<file path="config.mk">
export PLATFORM = sky130hd
export DESIGN_NAME = q2y_front_flat
export DESIGN_NICKNAME = d
export VERILOG_FILES = /design/src/sv/quaternion_to_yaw_defines.svh /design/src/sv/q2y_pkg.sv /design/src/sv/q2y_ifaces.sv /design/src/sv/q2y_front.sv /design/src/flat_wrapper.sv
export SDC_FILE = /design/constraint.sdc
export NUM_CORES = 2
export LEC_CHECK = 0
export BUFFER_PORTS_ARGS = -buffer_cell sky130_fd_sc_hd__buf_2
export CAP_MARGIN = 25
export CORE_UTILIZATION = 55
export DETAILED_ROUTE_END_ITERATION = 7
export HOLD_SLACK_MARGIN = 0.05
export PLACE_DENSITY_LB_ADDON = 0.2
export RECOVER_POWER = 50
export SYNTH_ARGS = -nofsm -noshare
export SYNTH_HDL_FRONTEND = slang
export SYNTH_SLANG_ARGS = --single-unit
</file>
<file path="constraint.sdc">
create_clock -name clk -period 9.6 [get_ports clk]
set_clock_uncertainty 0.2 [all_clocks]
set_input_delay 0.48 -clock clk [delete_from_list [all_inputs] [get_ports clk]]
set_output_delay 0.48 -clock clk [all_outputs]
set_load 0.005 [all_outputs]
</file>
<file path="src/sv/quaternion_to_yaw_defines.svh">
// Assertion helpers for the quaternion-to-yaw block.
// Each macro expects clk and rst_n in the scope where it is used.
`ifndef QUATERNION_TO_YAW_DEFINES_SVH
`define QUATERNION_TO_YAW_DEFINES_SVH

`ifndef SYNTHESIS

`define Q2Y_ASSERT_SAME(label, ante, cons) \
  label: assert property (@(posedge clk) disable iff (!rst_n) (ante) |-> (cons)) \
    else $error("q2y check failed (same cycle)");

`define Q2Y_ASSERT_NEXT(label, ante, cons) \
  label: assert property (@(posedge clk) disable iff (!rst_n) (ante) |=> (cons)) \
    else $error("q2y check failed (next cycle)");

`else

`define Q2Y_ASSERT_SAME(label, ante, cons)

`define Q2Y_ASSERT_NEXT(label, ante, cons)

`endif

`endif

</file>
<file path="src/sv/q2y_pkg.sv">
`timescale 1ns / 1ps
`default_nettype none

package q2y_pkg;

  // Vector width: t3 needs 34 bits, t4 33 bits, plus CORDIC gain and headroom.
  localparam int VW       = 38;
  localparam int ANG_W    = 32;
  localparam int ATAN_LEN = 24;

  localparam logic signed [VW-1:0] ONE_Q28   = VW'(1) <<< 28;
  localparam logic [ANG_W-1:0]     HALF_TURN = 32'h8000_0000;
  localparam logic [ANG_W-1:0]     ROUND_BIT = 32'h0000_8000;

  // round(atan(2^-i) * 2^32 / (2*pi))
  localparam logic [ANG_W-1:0] ATAN_TAB [ATAN_LEN] = '{
    32'd536870912, 32'd316933406, 32'd167458907, 32'd85004756,
    32'd42667331,  32'd21354465,  32'd10679838,  32'd5340245,
    32'd2670163,   32'd1335087,   32'd667544,    32'd333772,
    32'd166886,    32'd83443,     32'd41722,     32'd20861,
    32'd10430,     32'd5215,      32'd2608,      32'd1304,
    32'd652,       32'd326,       32'd163,       32'd81
  };

  typedef struct packed {
    logic signed [VW-1:0] vx;
    logic signed [VW-1:0] vy;
    logic [ANG_W-1:0]     acc;
    logic                 zero;
  } cordic_t;

endpackage

`default_nettype wire

</file>
<file path="src/sv/q2y_ifaces.sv">
`timescale 1ns / 1ps
`default_nettype none

interface q2y_quat_if;
  logic               valid;
  logic               ready;
  logic signed [15:0] quat_w;
  logic signed [15:0] quat_x;
  logic signed [15:0] quat_y;
  logic signed [15:0] quat_z;

  modport source (output valid, quat_w, quat_x, quat_y, quat_z, input ready);
  modport sink   (input valid, quat_w, quat_x, quat_y, quat_z, output ready);
endinterface


`default_nettype wire

</file>
<file path="src/sv/q2y_front.sv">
`timescale 1ns / 1ps
`default_nettype none

// Products, then t3/t4, then half-plane fold and accumulator preload.
module q2y_front (
  input  wire logic        clk,
  input  wire logic        rst_n,
  q2y_quat_if.sink         quat,
  output q2y_pkg::cordic_t dat_o,
  output logic             vld_o,
  input  wire logic        rdy_i
);

  logic v0_r, v1_r, v2_r;
  logic rdy0, rdy1, rdy2;

  logic signed [31:0] p_wz_r, p_xy_r, p_yy_r, p_zz_r;
  logic signed [q2y_pkg::VW-1:0] t3_r, t4_r, t3_nxt, t4_nxt;
  q2y_pkg::cordic_t dat_r, dat_nxt;

  assign rdy2 = !v2_r || rdy_i;
  assign rdy1 = !v1_r || rdy2;
  assign rdy0 = !v0_r || rdy1;
  assign quat.ready = rdy0;

  always_comb begin
    t3_nxt = (q2y_pkg::VW'(p_wz_r) + q2y_pkg::VW'(p_xy_r)) <<< 1;
    t4_nxt = q2y_pkg::ONE_Q28 - ((q2y_pkg::VW'(p_yy_r) + q2y_pkg::VW'(p_zz_r)) <<< 1);
  end

  always_comb begin
    dat_nxt.zero = (t3_r == '0) && (t4_r == '0);
    if (t4_r[q2y_pkg::VW-1]) begin
      // left half plane: rotate by pi first
      dat_nxt.vx  = -t4_r;
      dat_nxt.vy  = -t3_r;
      dat_nxt.acc = q2y_pkg::HALF_TURN;
    end else begin
      dat_nxt.vx  = t4_r;
      dat_nxt.vy  = t3_r;
      dat_nxt.acc = '0;
    end
  end

  always_ff @(posedge clk) begin
    if (!rst_n) begin
      v0_r <= 1'b0;
      v1_r <= 1'b0;
      v2_r <= 1'b0;
    end else begin
      if (rdy0) v0_r <= quat.valid;
      if (rdy1) v1_r <= v0_r;
      if (rdy2) v2_r <= v1_r;
    end
  end

  always_ff @(posedge clk) begin
    if (rdy0 && quat.valid) begin
      p_wz_r <= quat.quat_w * quat.quat_z;
      p_xy_r <= quat.quat_x * quat.quat_y;
      p_yy_r <= quat.quat_y * quat.quat_y;
      p_zz_r <= quat.quat_z * quat.quat_z;
    end
    if (rdy1 && v0_r) begin
      t3_r <= t3_nxt;
      t4_r <= t4_nxt;
    end
    if (rdy2 && v1_r) begin
      dat_r <= dat_nxt;
    end
  end

  assign dat_o = dat_r;
  assign vld_o = v2_r;

endmodule

`default_nettype wire

</file>
<file path="src/flat_wrapper.sv">
// flat-port wrapper written by rule: the top's interface ports become plain ports
module q2y_front_flat 
  (clk, rst_n, dat_o, vld_o, rdy_i, quat_valid, quat_quat_w, quat_quat_x, quat_quat_y, quat_quat_z, quat_ready);
  q2y_quat_if quat_i ();
  input  wire logic clk;
  input  wire logic rst_n;
  output q2y_pkg::cordic_t dat_o;
  output logic vld_o;
  input  wire logic rdy_i;
  input wire logic [$bits(quat_i.valid)-1:0] quat_valid;
  input wire logic [$bits(quat_i.quat_w)-1:0] quat_quat_w;
  input wire logic [$bits(quat_i.quat_x)-1:0] quat_quat_x;
  input wire logic [$bits(quat_i.quat_y)-1:0] quat_quat_y;
  input wire logic [$bits(quat_i.quat_z)-1:0] quat_quat_z;
  output wire logic [$bits(quat_i.ready)-1:0] quat_ready;
  assign quat_i.valid = quat_valid;
  assign quat_i.quat_w = quat_quat_w;
  assign quat_i.quat_x = quat_quat_x;
  assign quat_i.quat_y = quat_quat_y;
  assign quat_i.quat_z = quat_quat_z;
  assign quat_ready = quat_i.ready;
  q2y_front u_core (.clk(clk), .rst_n(rst_n), .quat(quat_i), .dat_o(dat_o), .vld_o(vld_o), .rdy_i(rdy_i));
endmodule
</file>
# After elaboration in Yosys (flattened, before gate mapping)
# Index checks and enable logic that the tools add are counted.
# word_totals
regBits,315
inputBits,68
out_inout_bits,111
wordCells,37
# classes
add_sub_neg,5
multipliers,4
n_mux,1
n_reduce_logical,12
# ops
operator,count
16-bit by 16-bit multiplier with 32-bit output,4
107-bit two-way mux,1
38-bit zero test,2
38-bit negation,2
32-bit by 32-bit adder with 33-bit output,2
30-bit by 38-bit subtractor with 38-bit output (first input constant),1
1-bit logical AND,4
1-bit zero test,3
1-bit logical OR,3

# Depth between registers and ports, before layout
# depth
word_depth,5
ltp_mapped,27
ltp_nobuf,25

# Worst setup path before layout
# Ideal clock, no wire load.
# synth_path
path_type,flip-flop to flip-flop
from,register u_core.v1_r
to,"register u_core.p_wz_r[0], enable pin"
setup_ns,0.686
t_arrival_ns,7.164
required_time_ns,8.714
slack_ns,1.550
stages_incl_launch_ff,2
path_buffers,0
period_less_slack_ns,8.050
cell_sequence,dfxtp_1 > a31oi_1
# synth_via
elab_chain_cells,4
# synth_rtl
element,line,text
start: declaration,q2y_front.sv:14,"logic v0_r, v1_r, v2_r;"
start signal: assignment,q2y_front.sv:52,if (rdy1) v1_r <= v0_r;
1-bit zero test,q2y_front.sv:22,assign rdy1 = !v1_r || rdy2;
1-bit logical OR,q2y_front.sv:22,
1-bit logical OR,q2y_front.sv:23,assign rdy0 = !v0_r || rdy1;
1-bit logical AND,q2y_front.sv:58,if (rdy0 && quat.valid) begin
end signal: assignment,q2y_front.sv:59,p_wz_r <= quat.quat_w * quat.quat_z;
end: declaration,q2y_front.sv:17,"logic signed [31:0] p_wz_r, p_xy_r, p_yy_r, p_zz_r;"
# Every way passes these cells.
# A chain may end at the register's enable or synchronous reset.

# Worst setup path in the final report
# layout_path
from,input port quat_quat_z[0]
to,"register u_core.p_zz_r[28], data pin"
# layout_via
elab_chain_cells,1
# layout_rtl
element,line,text
start: declaration,flat_wrapper.sv:14,input wire logic [$bits(quat_i.quat_z)-1:0] quat_quat_z;
16-bit by 16-bit multiplier with 32-bit output,q2y_front.sv:62,p_zz_r <= quat.quat_z * quat.quat_z;
end signal: assignment,q2y_front.sv:62,
end: declaration,q2y_front.sv:17,
# Every way passes these cells.

==> results.yml <==
run_status:
  status: "complete, but fails checks"
  violations: "max-capacitance violations, max-slew violations"
clocking:
  clkLatencyLatePin_ns: 0.57
  clk_path_buf_depth: 3
  cts-root-buf: "clkbuf_16"
  clkTransAtPathRegs_ns: 0.06
  htreeDepth: 1
  cts_tree: "done"
  cts_sinks: 275
  ctsHoldBuffers: 3
  cts_setup_buffers: 0
  cts_buffers: 29
  cts_resized: 0
critical_path:
  path_common_cell: "fa_1"
  cp-end-kind: "flop"
  worstSetupPathType: "primary input to flop"
  crit_path_start_kind: "primary input"
  cpPeakStageDelay_ns: 1.05
  cp.arrival_ns: 7.92
  required_ns: 9.71
  slowest_stage: "clkbuf_1"
  critPathMaxFanout: 31
  cp_top_family: "adder cells"
  cp.buffers_inverters: 7
  path_cells: "dlygate4sd3_1, clkbuf_1, clkbuf_1, nor2_1, xnor2_1, ha_1, inv_1, fa_1, inv_1, fa_1, fa_1, fa_1, inv_1, fa_1, inv_1, ha_1, a21o_1, a21o_1, or3_1, o211a_1, a2111o_1, a31o_2, a21oi_1, xnor2_1"
timing:
  hold_viol_final: 0
  max_slew_margin: -1.84
  setup_violations: 0
  period_share: 0.813
  max_freq_mhz: 128
  rsz0062_at_grt: "no"
  min_period_ns: 7.81
  tightest_slew_ns: 4.26
  fin_tns_setup_ns: 0
  drv_slew: 315
drt:
  vias_per_cell: 5.29
  ant_nets: 0
  wl_per_cell_microns: 17.1
  drtIter0Drc: 1616
  first_pass_iters: 5
  vias: 34700
  drcViolationCount: 0
  drt_wl_total_microns: 112000
yosys:
  synth.distinct_cells: 78
  syn-cell-area_sq_um: 51500
  synth_top_family_by_area: "adder cells"
  synth-xor-area-share: 0.0498
  synth_edf_count: 272
  synth_fa_ha_area_frac: 0.486
  synthSimpleGateAreaFrac: 0.124
  ys_seq_area_frac: 0.160
  avgSynthCellArea_sq_um: 9.77
  async_flop_share: 0
  ys_seq_elements: 275
  syn_inst: 5270
  synth-compound-area-share: 0.0689
  ys_warn_count: 0
  muxShareOfSynthArea: 0.00136
  synth-main-ff-cell: "edfxtp_1"
finish:
  areaGrowthSynthToFinish_pct: 4.94
  final_nets: 6772
  final_common_cell: "inv_1"
  drive_above_1_share: 0.0378
  fillCellCount: 8060
  final_core_util: 0.586
  stdcell_count: 6564
  final_cell_mix: "inv_1 (1278), fa_1 (994), nand2_1 (492)"
floorplan:
  die_h_microns: 308
  rows: 111
  die_w_microns: 308
  initial_core_util: 0.558
  io_pins: 179
  core_area_sq_um: 92200
  die_area_sq_um: 94900
worst_hold_path:
  hp-class: "primary input to flop"
placement:
  place.gp.congestion: 0.892
  placed_cells: 6507
  dp_hpwl_microns: 90400
  port_buffers: 145
grt:
  antenna_found_initial: 6
  grt_first_pass_wirelength_microns: 189000
  grt_use_total: 0.250
  grt_overflow: 0
  grt_pass1_vias: 37300
  grt_max_degree: 77
job:
  cap_violations: 5
-- flip-flops by register name, indices dropped and copies added, names as in the netlist --
register and flops:
u_core.dat_o 76, u_core.p_wz_r 32, u_core.p_xy_r 32, u_core.p_yy_r 31, u_core.p_zz_r 31, u_core.t3_r 33, u_core.t4_r 37, u_core.v0_r 1
u_core.v1_r 1, u_core.vld_o 1
-- cell usage after synthesis, types with 79 or more instances --
| cell | instances | share of area |
|---|---|---|
| a21o_1 | 79 | 0.012 |
| a21oi_1 | 144 | 0.014 |
| and2_1 | 334 | 0.041 |
| clkbuf_1 | 158 | 0.012 |
| edfxtp_1 | 272 | 0.16 |
| fa_1 | 994 | 0.39 |
| ha_1 | 412 | 0.10 |
| inv_1 | 1278 | 0.093 |
| nand2_1 | 492 | 0.036 |
| nor2_1 | 169 | 0.012 |
| o21ai_0 | 92 | 0.0089 |
| xnor2_1 | 244 | 0.041 |
-- through the flow --
step | cell area, sq um | worst slack [ns] | hold WS, ns
finish | 54000 | 1.79 | 0.158
global route | 54000 | 1.31 | 0.173
CTS | 54100 | 2.54 | 0.156
detailed placement | 53200 | 1.95 | 0.244
global placement | 53200 | 1.54 | 0.244
floorplan | 51600 | 1.55 | 0.224
-- metal layers --
layer	GRT usage	wire (microns)	vias to the layer above
met4	0.0536	2500	8
met1	0.334	47800	17500
met5	0	52	-
li1	-	-	16200
met2	0.431	55100	899
met3	0.0372	6560	157
-- worst reg2reg max path, delay by kind of cell, from the launching register on --
family | cells | cell delay, ns
flops | 1 | 0.30
simple gates | 2 | 0.39
buf+inv | 1 | 2.92
-- layout make-up --
type	count	area (sq um)	share of cell area
Antenna cell	1	2.50	0.0000463
Inverter	1280	4800	0.0889
Tap cell	1243	1560	0.0288
Clock inverter	19	175	0.00324
Sequential cell	275	8230	0.152
Multi-Input combinational cell	3551	37800	0.699
Clock buffer	34	744	0.0138
Timing Repair Buffer	161	778	0.0144
-- kinds of logic after synthesis --
logic type	Yosys count
muxes	7
DFF	275
and+or+nand+nor	1278
adders and majority gates	1406
xor gates and xnor gates	293
buffers and inverters	1476
AOI/OAI and AO/OA	534
other	1
-- worst paths after layout --
check	startpoint	end	slack, ns	cells after the start
worst min register to register	u_core.t3_r[1]	u_core.dat_o[34]	0.26	0
worst min-delay path	rdy_i	u_core.vld_o	0.16	3
worst max-delay path	quat_quat_z[0]	u_core.p_zz_r[28]	1.79	24
worst max register to register	u_core.vld_o	u_core.dat_o[103]	5.13	3
Power is not shown: default switching activity piles up to over one toggle a cycle in this logic, so the estimate is an artifact.
