$ cat config.mk
export PLATFORM = sky130hd
export DESIGN_NAME = q2y_cell
export DESIGN_NICKNAME = d
export VERILOG_FILES = /design/src/sv/quaternion_to_yaw_defines.svh /design/src/sv/q2y_pkg.sv /design/src/sv/q2y_cell.sv
export SDC_FILE = /design/constraint.sdc
export NUM_CORES = 1
export LEC_CHECK = 0
export ABC_AREA = 1
export BUFFER_PORTS_ARGS = -buffer_cell sky130_fd_sc_hd__buf_4
export CAP_MARGIN = 10
export CORE_ASPECT_RATIO = 1.5
export CORE_UTILIZATION = 35
export DETAILED_ROUTE_END_ITERATION = 12
export GPL_ROUTABILITY_DRIVEN = 1
export PLACE_DENSITY = 0.57
export REMOVE_ABC_BUFFERS = 1
export SETUP_SLACK_MARGIN = 0.2
export SLEW_MARGIN = 20
export SYNTH_ARGS = -nofsm -noshare
export SYNTH_HDL_FRONTEND = slang
export SYNTH_SLANG_ARGS = --single-unit
$ cat constraint.sdc
create_clock -name clk -period 16.6 [get_ports clk]
set_input_delay 2.49 -clock clk [delete_from_list [all_inputs] [get_ports clk]]
set_output_delay 2.49 -clock clk [all_outputs]
set_load 0.01 [all_outputs]
$ cat src/sv/quaternion_to_yaw_defines.svh
// Assertion helpers for the quaternion-to-yaw block.
// Each macro expects clk and rst_n in the scope where it is used.
`ifndef QUATERNION_TO_YAW_DEFINES_SVH
`define QUATERNION_TO_YAW_DEFINES_SVH

`ifndef SYNTHESIS

`define Q2Y_ASSERT_SAME(label, ante, cons) \
  label: assert property (@(posedge clk) disable iff (!rst_n) (ante) |-> (cons)) \
    else $error("q2y check failed (same cycle)");

`define Q2Y_ASSERT_NEXT(label, ante, cons) \
  label: assert property (@(posedge clk) disable iff (!rst_n) (ante) |=> (cons)) \
    else $error("q2y check failed (next cycle)");

`else

`define Q2Y_ASSERT_SAME(label, ante, cons)

`define Q2Y_ASSERT_NEXT(label, ante, cons)

`endif

`endif

$ cat src/sv/q2y_pkg.sv
`timescale 1ns / 1ps
`default_nettype none

package q2y_pkg;

  // Vector width: t3 needs 34 bits, t4 33 bits, plus CORDIC gain and headroom.
  localparam int VW       = 38;
  localparam int ANG_W    = 32;
  localparam int ATAN_LEN = 24;

  localparam logic signed [VW-1:0] ONE_Q28   = VW'(1) <<< 28;
  localparam logic [ANG_W-1:0]     HALF_TURN = 32'h8000_0000;
  localparam logic [ANG_W-1:0]     ROUND_BIT = 32'h0000_8000;

  // round(atan(2^-i) * 2^32 / (2*pi))
  localparam logic [ANG_W-1:0] ATAN_TAB [ATAN_LEN] = '{
    32'd536870912, 32'd316933406, 32'd167458907, 32'd85004756,
    32'd42667331,  32'd21354465,  32'd10679838,  32'd5340245,
    32'd2670163,   32'd1335087,   32'd667544,    32'd333772,
    32'd166886,    32'd83443,     32'd41722,     32'd20861,
    32'd10430,     32'd5215,      32'd2608,      32'd1304,
    32'd652,       32'd326,       32'd163,       32'd81
  };

  typedef struct packed {
    logic signed [VW-1:0] vx;
    logic signed [VW-1:0] vy;
    logic [ANG_W-1:0]     acc;
    logic                 zero;
  } cordic_t;

endpackage

`default_nettype wire

$ cat src/sv/q2y_cell.sv
`timescale 1ns / 1ps
`default_nettype none

// One CORDIC vectoring micro-rotation, registered.
module q2y_cell #(
  parameter int STAGE = 0
) (
  input  wire logic             clk,
  input  wire logic             rst_n,
  input  wire q2y_pkg::cordic_t dat_i,
  input  wire logic             vld_i,
  output logic                  rdy_o,
  output q2y_pkg::cordic_t      dat_o,
  output logic                  vld_o,
  input  wire logic             rdy_i
);

  logic             vld_r;
  q2y_pkg::cordic_t dat_r, dat_nxt;
  logic signed [q2y_pkg::VW-1:0] dx, dy;

  assign rdy_o = !vld_r || rdy_i;

  always_comb begin
    dx = dat_i.vy >>> STAGE;
    dy = dat_i.vx >>> STAGE;
    dat_nxt.zero = dat_i.zero;
    if (!dat_i.vy[q2y_pkg::VW-1]) begin
      dat_nxt.vx  = dat_i.vx + dx;
      dat_nxt.vy  = dat_i.vy - dy;
      dat_nxt.acc = dat_i.acc + q2y_pkg::ATAN_TAB[STAGE];
    end else begin
      dat_nxt.vx  = dat_i.vx - dx;
      dat_nxt.vy  = dat_i.vy + dy;
      dat_nxt.acc = dat_i.acc - q2y_pkg::ATAN_TAB[STAGE];
    end
  end

  always_ff @(posedge clk) begin
    if (!rst_n) begin
      vld_r <= 1'b0;
    end else if (rdy_o) begin
      vld_r <= vld_i;
    end
  end

  always_ff @(posedge clk) begin
    if (rdy_o && vld_i) begin
      dat_r <= dat_nxt;
    end
  end

  assign dat_o = dat_r;
  assign vld_o = vld_r;

endmodule

`default_nettype wire

Word-level counts from Yosys, hierarchy flattened --
Cells that the tools add are included.
Storage, ports and cells: input port bits 113, logic and storage cells 14, flip-flop bits (word level) 110, output and inout bits 111
Cells by class: add/subtract/negate cells 5, reduce and logical (&&, ||, !) cells 3, muxes and demuxes 1
Operators by type and width (count):
- $mux 108 | 1
- $sub 38x38->38 | 2
- $add 38x38->38 | 1
- $add 32x30->32 const B | 1
- $sub 32x30->32 const B | 1
- $logic_and 1x1->1 | 1
- $logic_not 1->1 | 1
- $logic_or 1x1->1 | 1

Logic depth before layout (Yosys ltp) --
Gate-level depths: netlist of the first run.
depth in word-level cells 3, gate-level depth with buffers 18, mapped depth without buffers 17

Worst setup path after synthesis of the first run --
No wires, ideal clock.
path kind input to register, start point input port vld_i, end point register dat_r (netlist bit dat_o[0]) (enable), slack 8.254 ns, data required time 15.990 ns, stages on the path 2, library setup time 0.610 ns, path buffers 0, arrival 7.736 ns, path through inv_1 -> a21oi_1
On the way: longest elaborated chain between the ends 1
RTL lines:
- start, declared | line q2y_cell.sv:11 | input wire logic vld_i,
- $logic_and 1x1->1 | line q2y_cell.sv:48 | if (rdy_o && vld_i) begin
- end signal, assigned | line q2y_cell.sv:49 | dat_r <= dat_nxt;
- end, declared | line q2y_cell.sv:19 | q2y_pkg::cordic_t dat_r, dat_nxt;
No other way between the ends. A chain may end at the register's enable or synchronous reset.

Final worst setup path of the first run --
start point input port rdy_i, end point output port rdy_o
On the way: longest elaborated chain between the ends 1
RTL lines:
- start, declared | line q2y_cell.sv:15 | input wire logic rdy_i
- $logic_or 1x1->1 | line q2y_cell.sv:22 | assign rdy_o = !vld_r || rdy_i;
- end, declared | line q2y_cell.sv:12 | output logic rdy_o,
No other way between the ends.

==> results of run 1 <==
state kept, by name (all words and copies together), names as in the netlist:
name   flops
dat_o    108
vld_o      1
cell type report:
type	count	area, um^2
clock buffer	9	225
clock inverter	7	65.1
fill	3665	19900
inverter	278	1040
multi-input combinational	1378	7560
sequential	109	3260
tap	467	584
timing repair buffer	226	1700
placed cells by master (no fill, tap or decap), drive strengths merged, types with 29 or more instances in the layout:
cell type / n
a21oi: 136
buf: 226
o21ai: 95
xor2: 29
nor2: 178
nand3: 155
inv: 279
edfxtp: 108
nand2: 571
ha: 120
worst register-to-register path: cells and delay by family (launching register included):
family	cells	cell delay, ns
AOI/OAI and AO/OA	1	0.15
buffers and inverters	2	1.21
DFF	1	0.35
metrics by stage:
step,power (W),cells,area [um^2]
global route,0.00106,2474,14400
global placement,0.000779,2458,14100
floorplan,0.000614,1765,11900
finish,0.000997,2474,14400
CTS,0.00101,2474,14400
detailed placement,0.000782,2458,14100
layer usage:
| layer | vias up | routed length (um) |
|---|---|---|
| met2 | 410 | 22500 |
| met1 | 5603 | 16800 |
| met4 | 0 | 2320 |
| li1 | 6178 | - |
| met3 | 101 | 1850 |
| met5 | - | 0 |
report_power, final:
part           switching, W  internal, W  total (W)
clock              0.000106     0.000116   0.000222
combinational      0.000279     0.000148   0.000427
sequential       0.00000763     0.000340   0.000348
total              0.000392     0.000605   0.000997
worst paths after layout:
| path | startpoint | end |
|---|---|---|
| worst min-delay path | vld_o | vld_o |
| worst max register to register | vld_o | dat_o[70] |
| worst min register to register | vld_o | vld_o |
| worst max-delay path | rdy_i | rdy_o |
cells by family (layout without fill, tap and decap cells):
logic type                 after synthesis  after routing  synth area share (%)
AOI/OAI and AO/OA                      286            286                  13.3
buffers and inverters                  330            520                  11.8
DFF                                    109            109                  26.6
xor gates and xnor gates                30             30                  2.14
and+or+nand+nor                        938            938                  33.2
adders and majority gates              124            124                  12.9
==> metrics.cfg, run 1 <==
[place]
port_buffers = 223
routabilityCongestion = 0.995
detailedPlace.worstSlack_ns = 11.19
total_half_perimeter_wirelength_after_legalization_and_detailed_placement_um = 37000

[timing]
final.setup.tns_ns = 0
final.period_utilization_pct = 32.6
setup_viol = 0
setup_slack_ns = 11.19
hold_slack_ns = 0.555
timing.final.hold_violations = 0
unrepaired_setup_endpoints_after_global_routing = no
slew_headroom_pct = 40.0
max_slew.worst_pin.slew_ns = 0.900
fmax_mhz = 185
final_max_slew_viol_count = 0
fin_crit_ns = 5.41
final_clock_skew_ns = 0.0151

[routing]
average_wire_length_per_cell_after_detail_routing_um = 17.6
vias_per_cell = 4.97
drc_errors = 0
drtPass1Iterations = 5
vias = 12300
first_iter_violations = 734
drt-total-wl_um = 43500
drt.antenna.violating_nets = 0

[power]
power_density_mw_per_mm2 = 69.1
worst_voltage_drop_across_the_vdd_grid_v = 0.0000397
cellLeakagePower_nw = 7.34

[cts]
cts.repair_timing.setup_buffer_count = 0
tritoncts = done
cts.root.buffer_cell = sky130_fd_sc_hd__clkbuf_16
cts.reportedPaths.clkPinSlew_ns = 0.06
cts_hold_buf = 0
cts_max_path_buffers = 2
clock-sinks = 109
cts_resized = 0
cts_made_buffers = 9
cts-htree-levels = 3
clk-insertion-delay-late_ns = 0.39

[critical_path]
path_class = input port to output port
r2r_slack_ns = 14.45
critical-path-top-delay-family = buffers and inverters
critPathMaxStageDelay_ns = 0.14
critPathSlowestCell = sky130_fd_sc_hd__buf_4
cp-end-kind = output port
critical_path_depth = 4
r2r.worst_path.cells = 3
timing.critical_path.mode_cell = sky130_fd_sc_hd__buf_4
critical_path.n_buffers_inverters = 3
timing.critical_path.from_type = input port
worstPathCellList = buf_4 > inv_1 > nand2_1 > buf_4
timing.critical_path.arrival_ns = 2.92
worstPathMaxFanout = 2
timing.critical_path.required_ns = 14.11

[synth]
seq_total_area_yosys_pct = 26.6
synth.most_common_cell = sky130_fd_sc_hd__nand2_1
synthesis.yosys.warnings = 0
share_of_the_synthesized_area_in_the_top_cell_type_pct = 26.5
synthesis.instances = 1817
syn_area_per_cell_um2 = 6.74
yosysUniqueCellTypes = 45
synthesis.area_mm2 = 0.0123
synth-seq-cells = 109
synthArstFlopShare_pct = 0
synth-main-ff-cell = sky130_fd_sc_hd__edfxtp_1
cell_types_occupying_the_most_area_after_synthesis = sky130_fd_sc_hd__edfxtp_1, sky130_fd_sc_hd__nand2_1, sky130_fd_sc_hd__ha_1, sky130_fd_sc_hd__inv_1, sky130_fd_sc_hd__nand3_1
synth.largest_area_cell = sky130_fd_sc_hd__edfxtp_1
ys_top_cells_by_count = sky130_fd_sc_hd__nand2_1, sky130_fd_sc_hd__inv_1, sky130_fd_sc_hd__nand3_1
number_of_enable_type_register_cells_in_the_synthesized_netlist = 108

[run_status]
outcome = finished, final reports clean

[grt]
groute.layer.met3.usage_pct = 2.39
initial_antenna_violation_count = 0
maximum_number_of_pins_on_one_net_before_global_route_repair = 76
grt_first_pass_wirelength_um = 65000
first_global_vias = 12000
use_met1_pct = 25.8
grt_use_met2_pct = 46.4
grt_use_total_pct = 24.4
grt_most_used_layer = met2
grt_overflow_total = 0

[cells_and_area]
antenna_cells = 0
drive_gt1_share_pct = 17.6
finish.net_count = 2239
area_growth_syn_to_layout_pct = 17.8
post-route-util_pct = 42.0

[floorplanning]
design.die.area_mm2 = 0.0358
initial_utilization_pct = 35.7
floorplan.rows = 83
floorplan.core_area_mm2 = 0.0344
die_h_um = 231
die_x_um = 155
floorplan.io_pins = 224

[run]
max_cap_viol_count = 0

[min_path]
min-delay-path-class = flip-flop to flip-flop
worst_hold_path_stage_count = 2

Note: power is estimated with default switching activity, not from simulation.
==> run 2: changes to the inputs <==
Settings changed: ABC_AREA 1 to 0, PLACE_DENSITY 0.57 to 0.61.
Clock period 16.6 ns to 4.9 ns, I/O delays scaled along.
==> run 2 against run 1 <==
Critical path type is now input port to flip-flop. Sequential cell count did not move. Global-route usage fell by 0.063 points. Critical path depth up 8.
==> metrics.cfg, run 2 <==
[cells_and_area]
area_growth_syn_to_layout_pct = 23.8
drive_gt1_share_pct = 21.0
finished_layout_cell_area_mm2 = 0.0125
mostFrequentLayoutCells = sky130_fd_sc_hd__buf_4, sky130_fd_sc_hd__a21oi_1, sky130_fd_sc_hd__inv_1, sky130_fd_sc_hd__ha_1, sky130_fd_sc_hd__edfxtp_1
layout_commonest_cell = sky130_fd_sc_hd__buf_4
finish.net_count = 1602
largest_register_ffs = 108
antenna_cells = 0
num-fill-cells = 2840

[critical_path]
worst_r2r_endpoint = dat_o[64]
path_class = input port to flip-flop
worstPathMaxFanout = 4
r2r_slack_ns = 3.41
setup.worst_path.start = dat_i[33]
rr_startpoint = vld_o
crit_end = dat_o[65]
r2r.worst_path.cells = 3
timing.critical_path.from_type = input port
timing.critical_path.arrival_ns = 4.11
timing.critical_path.required_ns = 5.02
cp-end-kind = flip-flop

[synth]
yosysUniqueCellTypes = 71
synthesis.yosys.warnings = 0
synthesis.instances = 1157
synthArstFlopShare_pct = 0
synthAdderAreaFrac_pct = 15.7
seq_total_area_yosys_pct = 32.3
cell_types_occupying_the_most_area_after_synthesis = sky130_fd_sc_hd__edfxtp_1, sky130_fd_sc_hd__ha_1, sky130_fd_sc_hd__a21oi_1, sky130_fd_sc_hd__xnor2_1, sky130_fd_sc_hd__inv_1
synth-main-ff-cell = sky130_fd_sc_hd__edfxtp_1
dominant_combinational_cell_family_by_area_after_synthesis = compound AO/OA/AOI/OAI gates
synth-seq-cells = 109
share_of_the_synthesized_area_in_the_top_cell_type_pct = 32.1
syn_area_per_cell_um2 = 8.72
post_synth_xor_area_fraction_pct = 6.42
number_of_enable_type_register_cells_in_the_synthesized_netlist = 108
post_synth_mux_area_share_pct = 1.39
synth.most_common_cell = sky130_fd_sc_hd__a21oi_1
synthesized_area_fraction_occupied_by_ao_oa_aoi_and_oai_cells_pct = 24.7
synth-simple-area-share_pct = 12.8
synth.largest_area_cell = sky130_fd_sc_hd__edfxtp_1
ys_top_cells_by_count = sky130_fd_sc_hd__a21oi_1, sky130_fd_sc_hd__ha_1, sky130_fd_sc_hd__inv_1
synthesis.area_mm2 = 0.0101

[timing]
fin_crit_ns = 3.99
fmax_mhz = 251
max_slew.worst_pin.slew_ns = 0.787
final_max_slew_viol_count = 0
timing.final.hold_violations = 0
setup_viol = 0
final.setup.tns_ns = 0
final.period_utilization_pct = 81.4
slew_headroom_pct = 46.9
unrepaired_setup_endpoints_after_global_routing = no
final_clock_skew_ns = 0.0138

[grt]
first_global_vias = 9778
initial_antenna_violation_count = 0
maximum_number_of_pins_on_one_net_before_global_route_repair = 109
grt_first_pass_wirelength_um = 53900
grt_overflow_total = 0
grt_use_total_pct = 24.3

[floorplanning]
floorplan.rows = 75
initial_utilization_pct = 35.9
floorplan.core_area_mm2 = 0.0282
floorplan.io_pins = 224
die_h_um = 210
die_x_um = 141
design.die.area_mm2 = 0.0295

[cts]
cts-htree-levels = 3
tritoncts = done
cts.repair_timing.setup_buffer_count = 0
cts.reportedPaths.clkPinSlew_ns = 0.08
cts_hold_buf = 0
cts_made_buffers = 9
cts_resized = 0
cts_max_path_buffers = 2
clk-insertion-delay-late_ns = 0.39
clock-sinks = 109
cts.root.buffer_cell = sky130_fd_sc_hd__clkbuf_16

[run_status]
outcome = finished, final reports clean

[routing]
drt-total-wl_um = 35800
vias = 9616
drc_errors = 0
drtPass1Iterations = 5
average_wire_length_per_cell_after_detail_routing_um = 20.9
first_iter_violations = 742
drt.antenna.violating_nets = 0
vias_per_cell = 5.60

[place]
port_buffers = 223
total_half_perimeter_wirelength_after_legalization_and_detailed_placement_um = 28800
placement.cell_area_mm2 = 0.0122
routabilityCongestion = 0.964

[min_path]
worst_hold_path_stage_count = 1
min-delay-path-class = input port to flip-flop

[power]
worst_voltage_drop_across_the_vdd_grid_v = 0.000174
power_density_mw_per_mm2 = 263
cellLeakagePower_nw = 5.54

[run]
max_cap_viol_count = 0

[run 2: cell types whose count changed in the layout (fill, tap and decap cells not counted), moves of 17 or more]
cell | before | now
sky130_fd_sc_hd__a211oi_1 | 0 | 17
sky130_fd_sc_hd__a21oi_1 | 122 | 141
sky130_fd_sc_hd__buf_4 | 226 | 248
sky130_fd_sc_hd__inv_1 | 264 | 120
sky130_fd_sc_hd__nand2_1 | 543 | 68
sky130_fd_sc_hd__nand2_2 | 23 | 0
sky130_fd_sc_hd__nand3_1 | 152 | 16
sky130_fd_sc_hd__nor2_1 | 139 | 77
sky130_fd_sc_hd__nor2_2 | 32 | 0
sky130_fd_sc_hd__o21ai_1 | 18 | 0
sky130_fd_sc_hd__o31ai_1 | 0 | 22
sky130_fd_sc_hd__xnor2_1 | 1 | 65
sky130_fd_sc_hd__xor2_1 | 29 | 9
[run 2: stage by stage]
| step | setup WS (ns) | utilization [%] | total power [W] | hold slack (ns) | std cells |
|---|---|---|---|---|---|
| final | 0.913 | 44.4 | 0.00329 | 0.523 | 1716 |
| after global routing | 0.758 | 44.4 | 0.00346 | 0.508 | 1716 |
| after CTS | 0.985 | 44.4 | 0.00333 | 0.492 | 1716 |
| after detailed placement | 0.556 | 43.3 | 0.00254 | 0.542 | 1700 |
| after global placement | 0.642 | 43.3 | 0.00253 | 0.524 | 1700 |
| after floorplan | 0.981 | - | 0.00197 | 0.610 | 1105 |
[run 2: cell families after synthesis]
| family | after synthesis |
|---|---|
| and+or+nand+nor | 265 |
| buffers and inverters | 175 |
| adders and majority gates | 124 |
| xor gates and xnor gates | 74 |
| DFF | 109 |
| muxes | 14 |
| AOI/OAI and AO/OA | 396 |
[run 2: worst min path at each step]
stage | start | to | slack (ns)
2_1_floorplan | vld_o | vld_o | 0.61
3_3_place_gp | vld_o | vld_o | 0.52
3_5_place_dp | vld_o | vld_o | 0.54
4_1_cts | dat_i[9] | dat_o[9] | 0.49
5_1_grt | dat_i[7] | dat_o[7] | 0.51
6_report | dat_i[9] | dat_o[9] | 0.52
[run 2: cell type report]
cell class                 count  area (um^2)  area share, %
clock buffer                   9          225           1.80
clock inverter                 7         75.1          0.601
inverter                     123          462           3.69
multi-input combinational    873         6160           49.3
sequential                   109         3260           26.1
tap                          346          433           3.46
timing repair buffer         249         1880           15.1
[run 2: critical path: stages]
cell and delay, ns:
sky130_fd_sc_hd__buf_4 0.12, sky130_fd_sc_hd__ha_1 0.22, sky130_fd_sc_hd__fa_1 0.42, sky130_fd_sc_hd__nor2b_1 0.17, sky130_fd_sc_hd__o211ai_1 0.39, sky130_fd_sc_hd__nand2_1 0.19
sky130_fd_sc_hd__a311o_1 0.38, sky130_fd_sc_hd__a31o_2 0.27, sky130_fd_sc_hd__o41ai_1 0.71, sky130_fd_sc_hd__nand2b_1 0.24, sky130_fd_sc_hd__o211ai_1 0.11, sky130_fd_sc_hd__xnor2_1 0.14
[run 2: report_power, final]
group          switching, W  internal [W]  leakage [nW]
combinational      0.000782      0.000537          4.34
clock              0.000398      0.000363         0.145
sequential        0.0000335       0.00118          1.05
total               0.00121       0.00208          5.54
[run 2: metal layers]
| metal | vias to the layer above | global-route usage (%) | routed length [um] |
|---|---|---|---|
| li1 | 4570 | - | - |
| met1 | 4474 | 23.7 | 12500 |
| met2 | 434 | 45.7 | 18700 |
| met3 | 138 | 3.41 | 1820 |
| met4 | 0 | 19.2 | 2750 |
| met5 | - | 0 | 0 |
==> run 3: changes to the inputs <==
Clock period 4.9 ns to 3.3 ns, I/O delays scaled along.
==> run 3 against run 2 <==
Largest power group unchanged. Critical path depth up 1. Final cell count up 13%. Total power up 60%.
==> metrics.cfg, run 3 (synthesis gave the netlist of run 2 again) <==
[grt]
first_global_vias = 10500
grt_use_total_pct = 25.3
maximum_number_of_pins_on_one_net_before_global_route_repair = 109
initial_antenna_violation_count = 0
grt_overflow_total = 0
grt_first_pass_wirelength_um = 56300

[routing]
top_layer_used = met4
average_wire_length_per_cell_after_detail_routing_um = 19.4
drt.antenna.violating_nets = 0
met3_wirelength_um = 1450
vias_per_cell = 5.35
m1WireLength_um = 13200
drt-total-wl_um = 37600
wl_met2_um = 20500
vias = 10300
drc_errors = 0
drtPass1Iterations = 5
first_iter_violations = 605

[critical_path]
timing.critical_path.arrival_ns = 3.23
timing.critical_path.required_ns = 3.47
cp-end-kind = flip-flop
timing.critical_path.from_type = input port
path_class = input port to flip-flop
worstPathMaxFanout = 7
r2r.worst_path.cells = 3

[power]
worst_voltage_drop_across_the_vdd_grid_v = 0.000275
cellLeakagePower_nw = 6.63
power_density_mw_per_mm2 = 365

[floorplanning]
die_x_um = 141
floorplan.io_pins = 224
design.die.area_mm2 = 0.0295
initial_utilization_pct = 35.9
floorplan.rows = 75
floorplan.core_area_mm2 = 0.0282
die_h_um = 210

[timing]
final.setup.tns_ns = 0
unrepaired_setup_endpoints_after_global_routing = yes
fmax_mhz = 327
timing.final.hold_violations = 0
hold_slack_ns = 0.283
max_slew.worst_pin.slew_ns = 1.01
setup_viol = 0
final_clock_skew_ns = 0.0133
slew_headroom_pct = 32.4
final_max_slew_viol_count = 0
fin_crit_ns = 3.06
final.period_utilization_pct = 92.7

[place]
total_half_perimeter_wirelength_after_legalization_and_detailed_placement_um = 30900
routabilityCongestion = 0.958
place_inst = 1911
port_buffers = 223

[cells_and_area]
largest_register_ffs = 108
area_growth_syn_to_layout_pct = 42.9
drive_gt1_share_pct = 34.6
final_cells = 1935
mostFrequentLayoutCells = sky130_fd_sc_hd__buf_4, sky130_fd_sc_hd__a21oi_1, sky130_fd_sc_hd__inv_1, sky130_fd_sc_hd__ha_1, sky130_fd_sc_hd__edfxtp_1
antenna_cells = 0
num-fill-cells = 2709
finish.net_count = 1821
post-route-util_pct = 51.2
layout_commonest_cell = sky130_fd_sc_hd__buf_4

[cts]
cts.reportedPaths.clkPinSlew_ns = 0.08
cts_max_path_buffers = 2
clock-sinks = 109
cts_made_buffers = 9
cts-htree-levels = 3
clk-insertion-delay-late_ns = 0.38
tritoncts = done
cts_hold_buf = 0
cts.root.buffer_cell = sky130_fd_sc_hd__clkbuf_16

[min_path]
worst_hold_path_stage_count = 1
min-delay-path-class = input port to flip-flop

[run]
max_cap_viol_count = 0

[run_status]
outcome = finished, final reports clean

## run 3: cell count changes in the layout (fill, tap and decap cells not counted), sizes merged
cell / previous run / this run
buf: 249 / 468
## run 3: stage by stage
step / total power, W / setup WS, ns / area [um^2]
6_report: 0.00526 / 0.241 / 14400
5_1_grt: 0.00552 / 0.146 / 14400
4_1_cts: 0.00525 / 0.161 / 14200
3_5_place_dp: 0.00407 / -0.408 / 13800
3_3_place_gp: 0.00406 / -0.472 / 13800
2_1_floorplan: 0.00292 / -0.379 / 9880
## run 3: where the power goes
group          switching (W)  internal, W  total [W]
Clock               0.000595     0.000540    0.00113
Combinational        0.00124      0.00108    0.00233
Sequential         0.0000486      0.00175    0.00180
Total                0.00189      0.00337    0.00526
## run 3: what timing repair did
action,CTS,global route
endpoints found under the setup margin,19,30
pin swaps,11,19
buffers inserted,3,5
gates resized for setup,16,40
## run 3: area by class of cell
class / count / area, um^2 / area share [%]
clock buffer: 9 / 225 / 1.56
clock inverter: 7 / 75.1 / 0.521
inverter: 123 / 462 / 3.20
multi-input combinational: 873 / 6430 / 44.6
sequential: 109 / 3260 / 22.6
tap: 346 / 433 / 3.00
timing repair buffer: 468 / 3540 / 24.5
## run 3: routing by layer
layer  GRT usage [%]  vias up
met2            49.9      388
met1            24.3     4849
li1                -     5000
met5               0        -
met3            3.04      106
met4            16.5        0
## run 3: final timing paths
kind	from	endpoint	slack, ns
worst max-delay path	dat_i[80]	dat_o[60]	0.24
worst min-delay path	dat_i[1]	dat_o[1]	0.28
worst min register to register	vld_o	vld_o	0.55
worst max register to register	vld_o	dat_o[88]	1.81
## run 3: worst max-delay path, stage by stage
cell and delay [ns]:
sky130_fd_sc_hd__buf_4 0.12, sky130_fd_sc_hd__ha_1 0.36, sky130_fd_sc_hd__buf_4 0.17, sky130_fd_sc_hd__nand2_1 0.12, sky130_fd_sc_hd__or3_1 0.43, sky130_fd_sc_hd__o311ai_2 0.27, sky130_fd_sc_hd__buf_4 0.17, sky130_fd_sc_hd__nand2_1 0.08
sky130_fd_sc_hd__o221ai_1 0.27, sky130_fd_sc_hd__buf_4 0.21, sky130_fd_sc_hd__buf_4 0.11, sky130_fd_sc_hd__mux2i_1 0.07, sky130_fd_sc_hd__xnor2_1 0.34
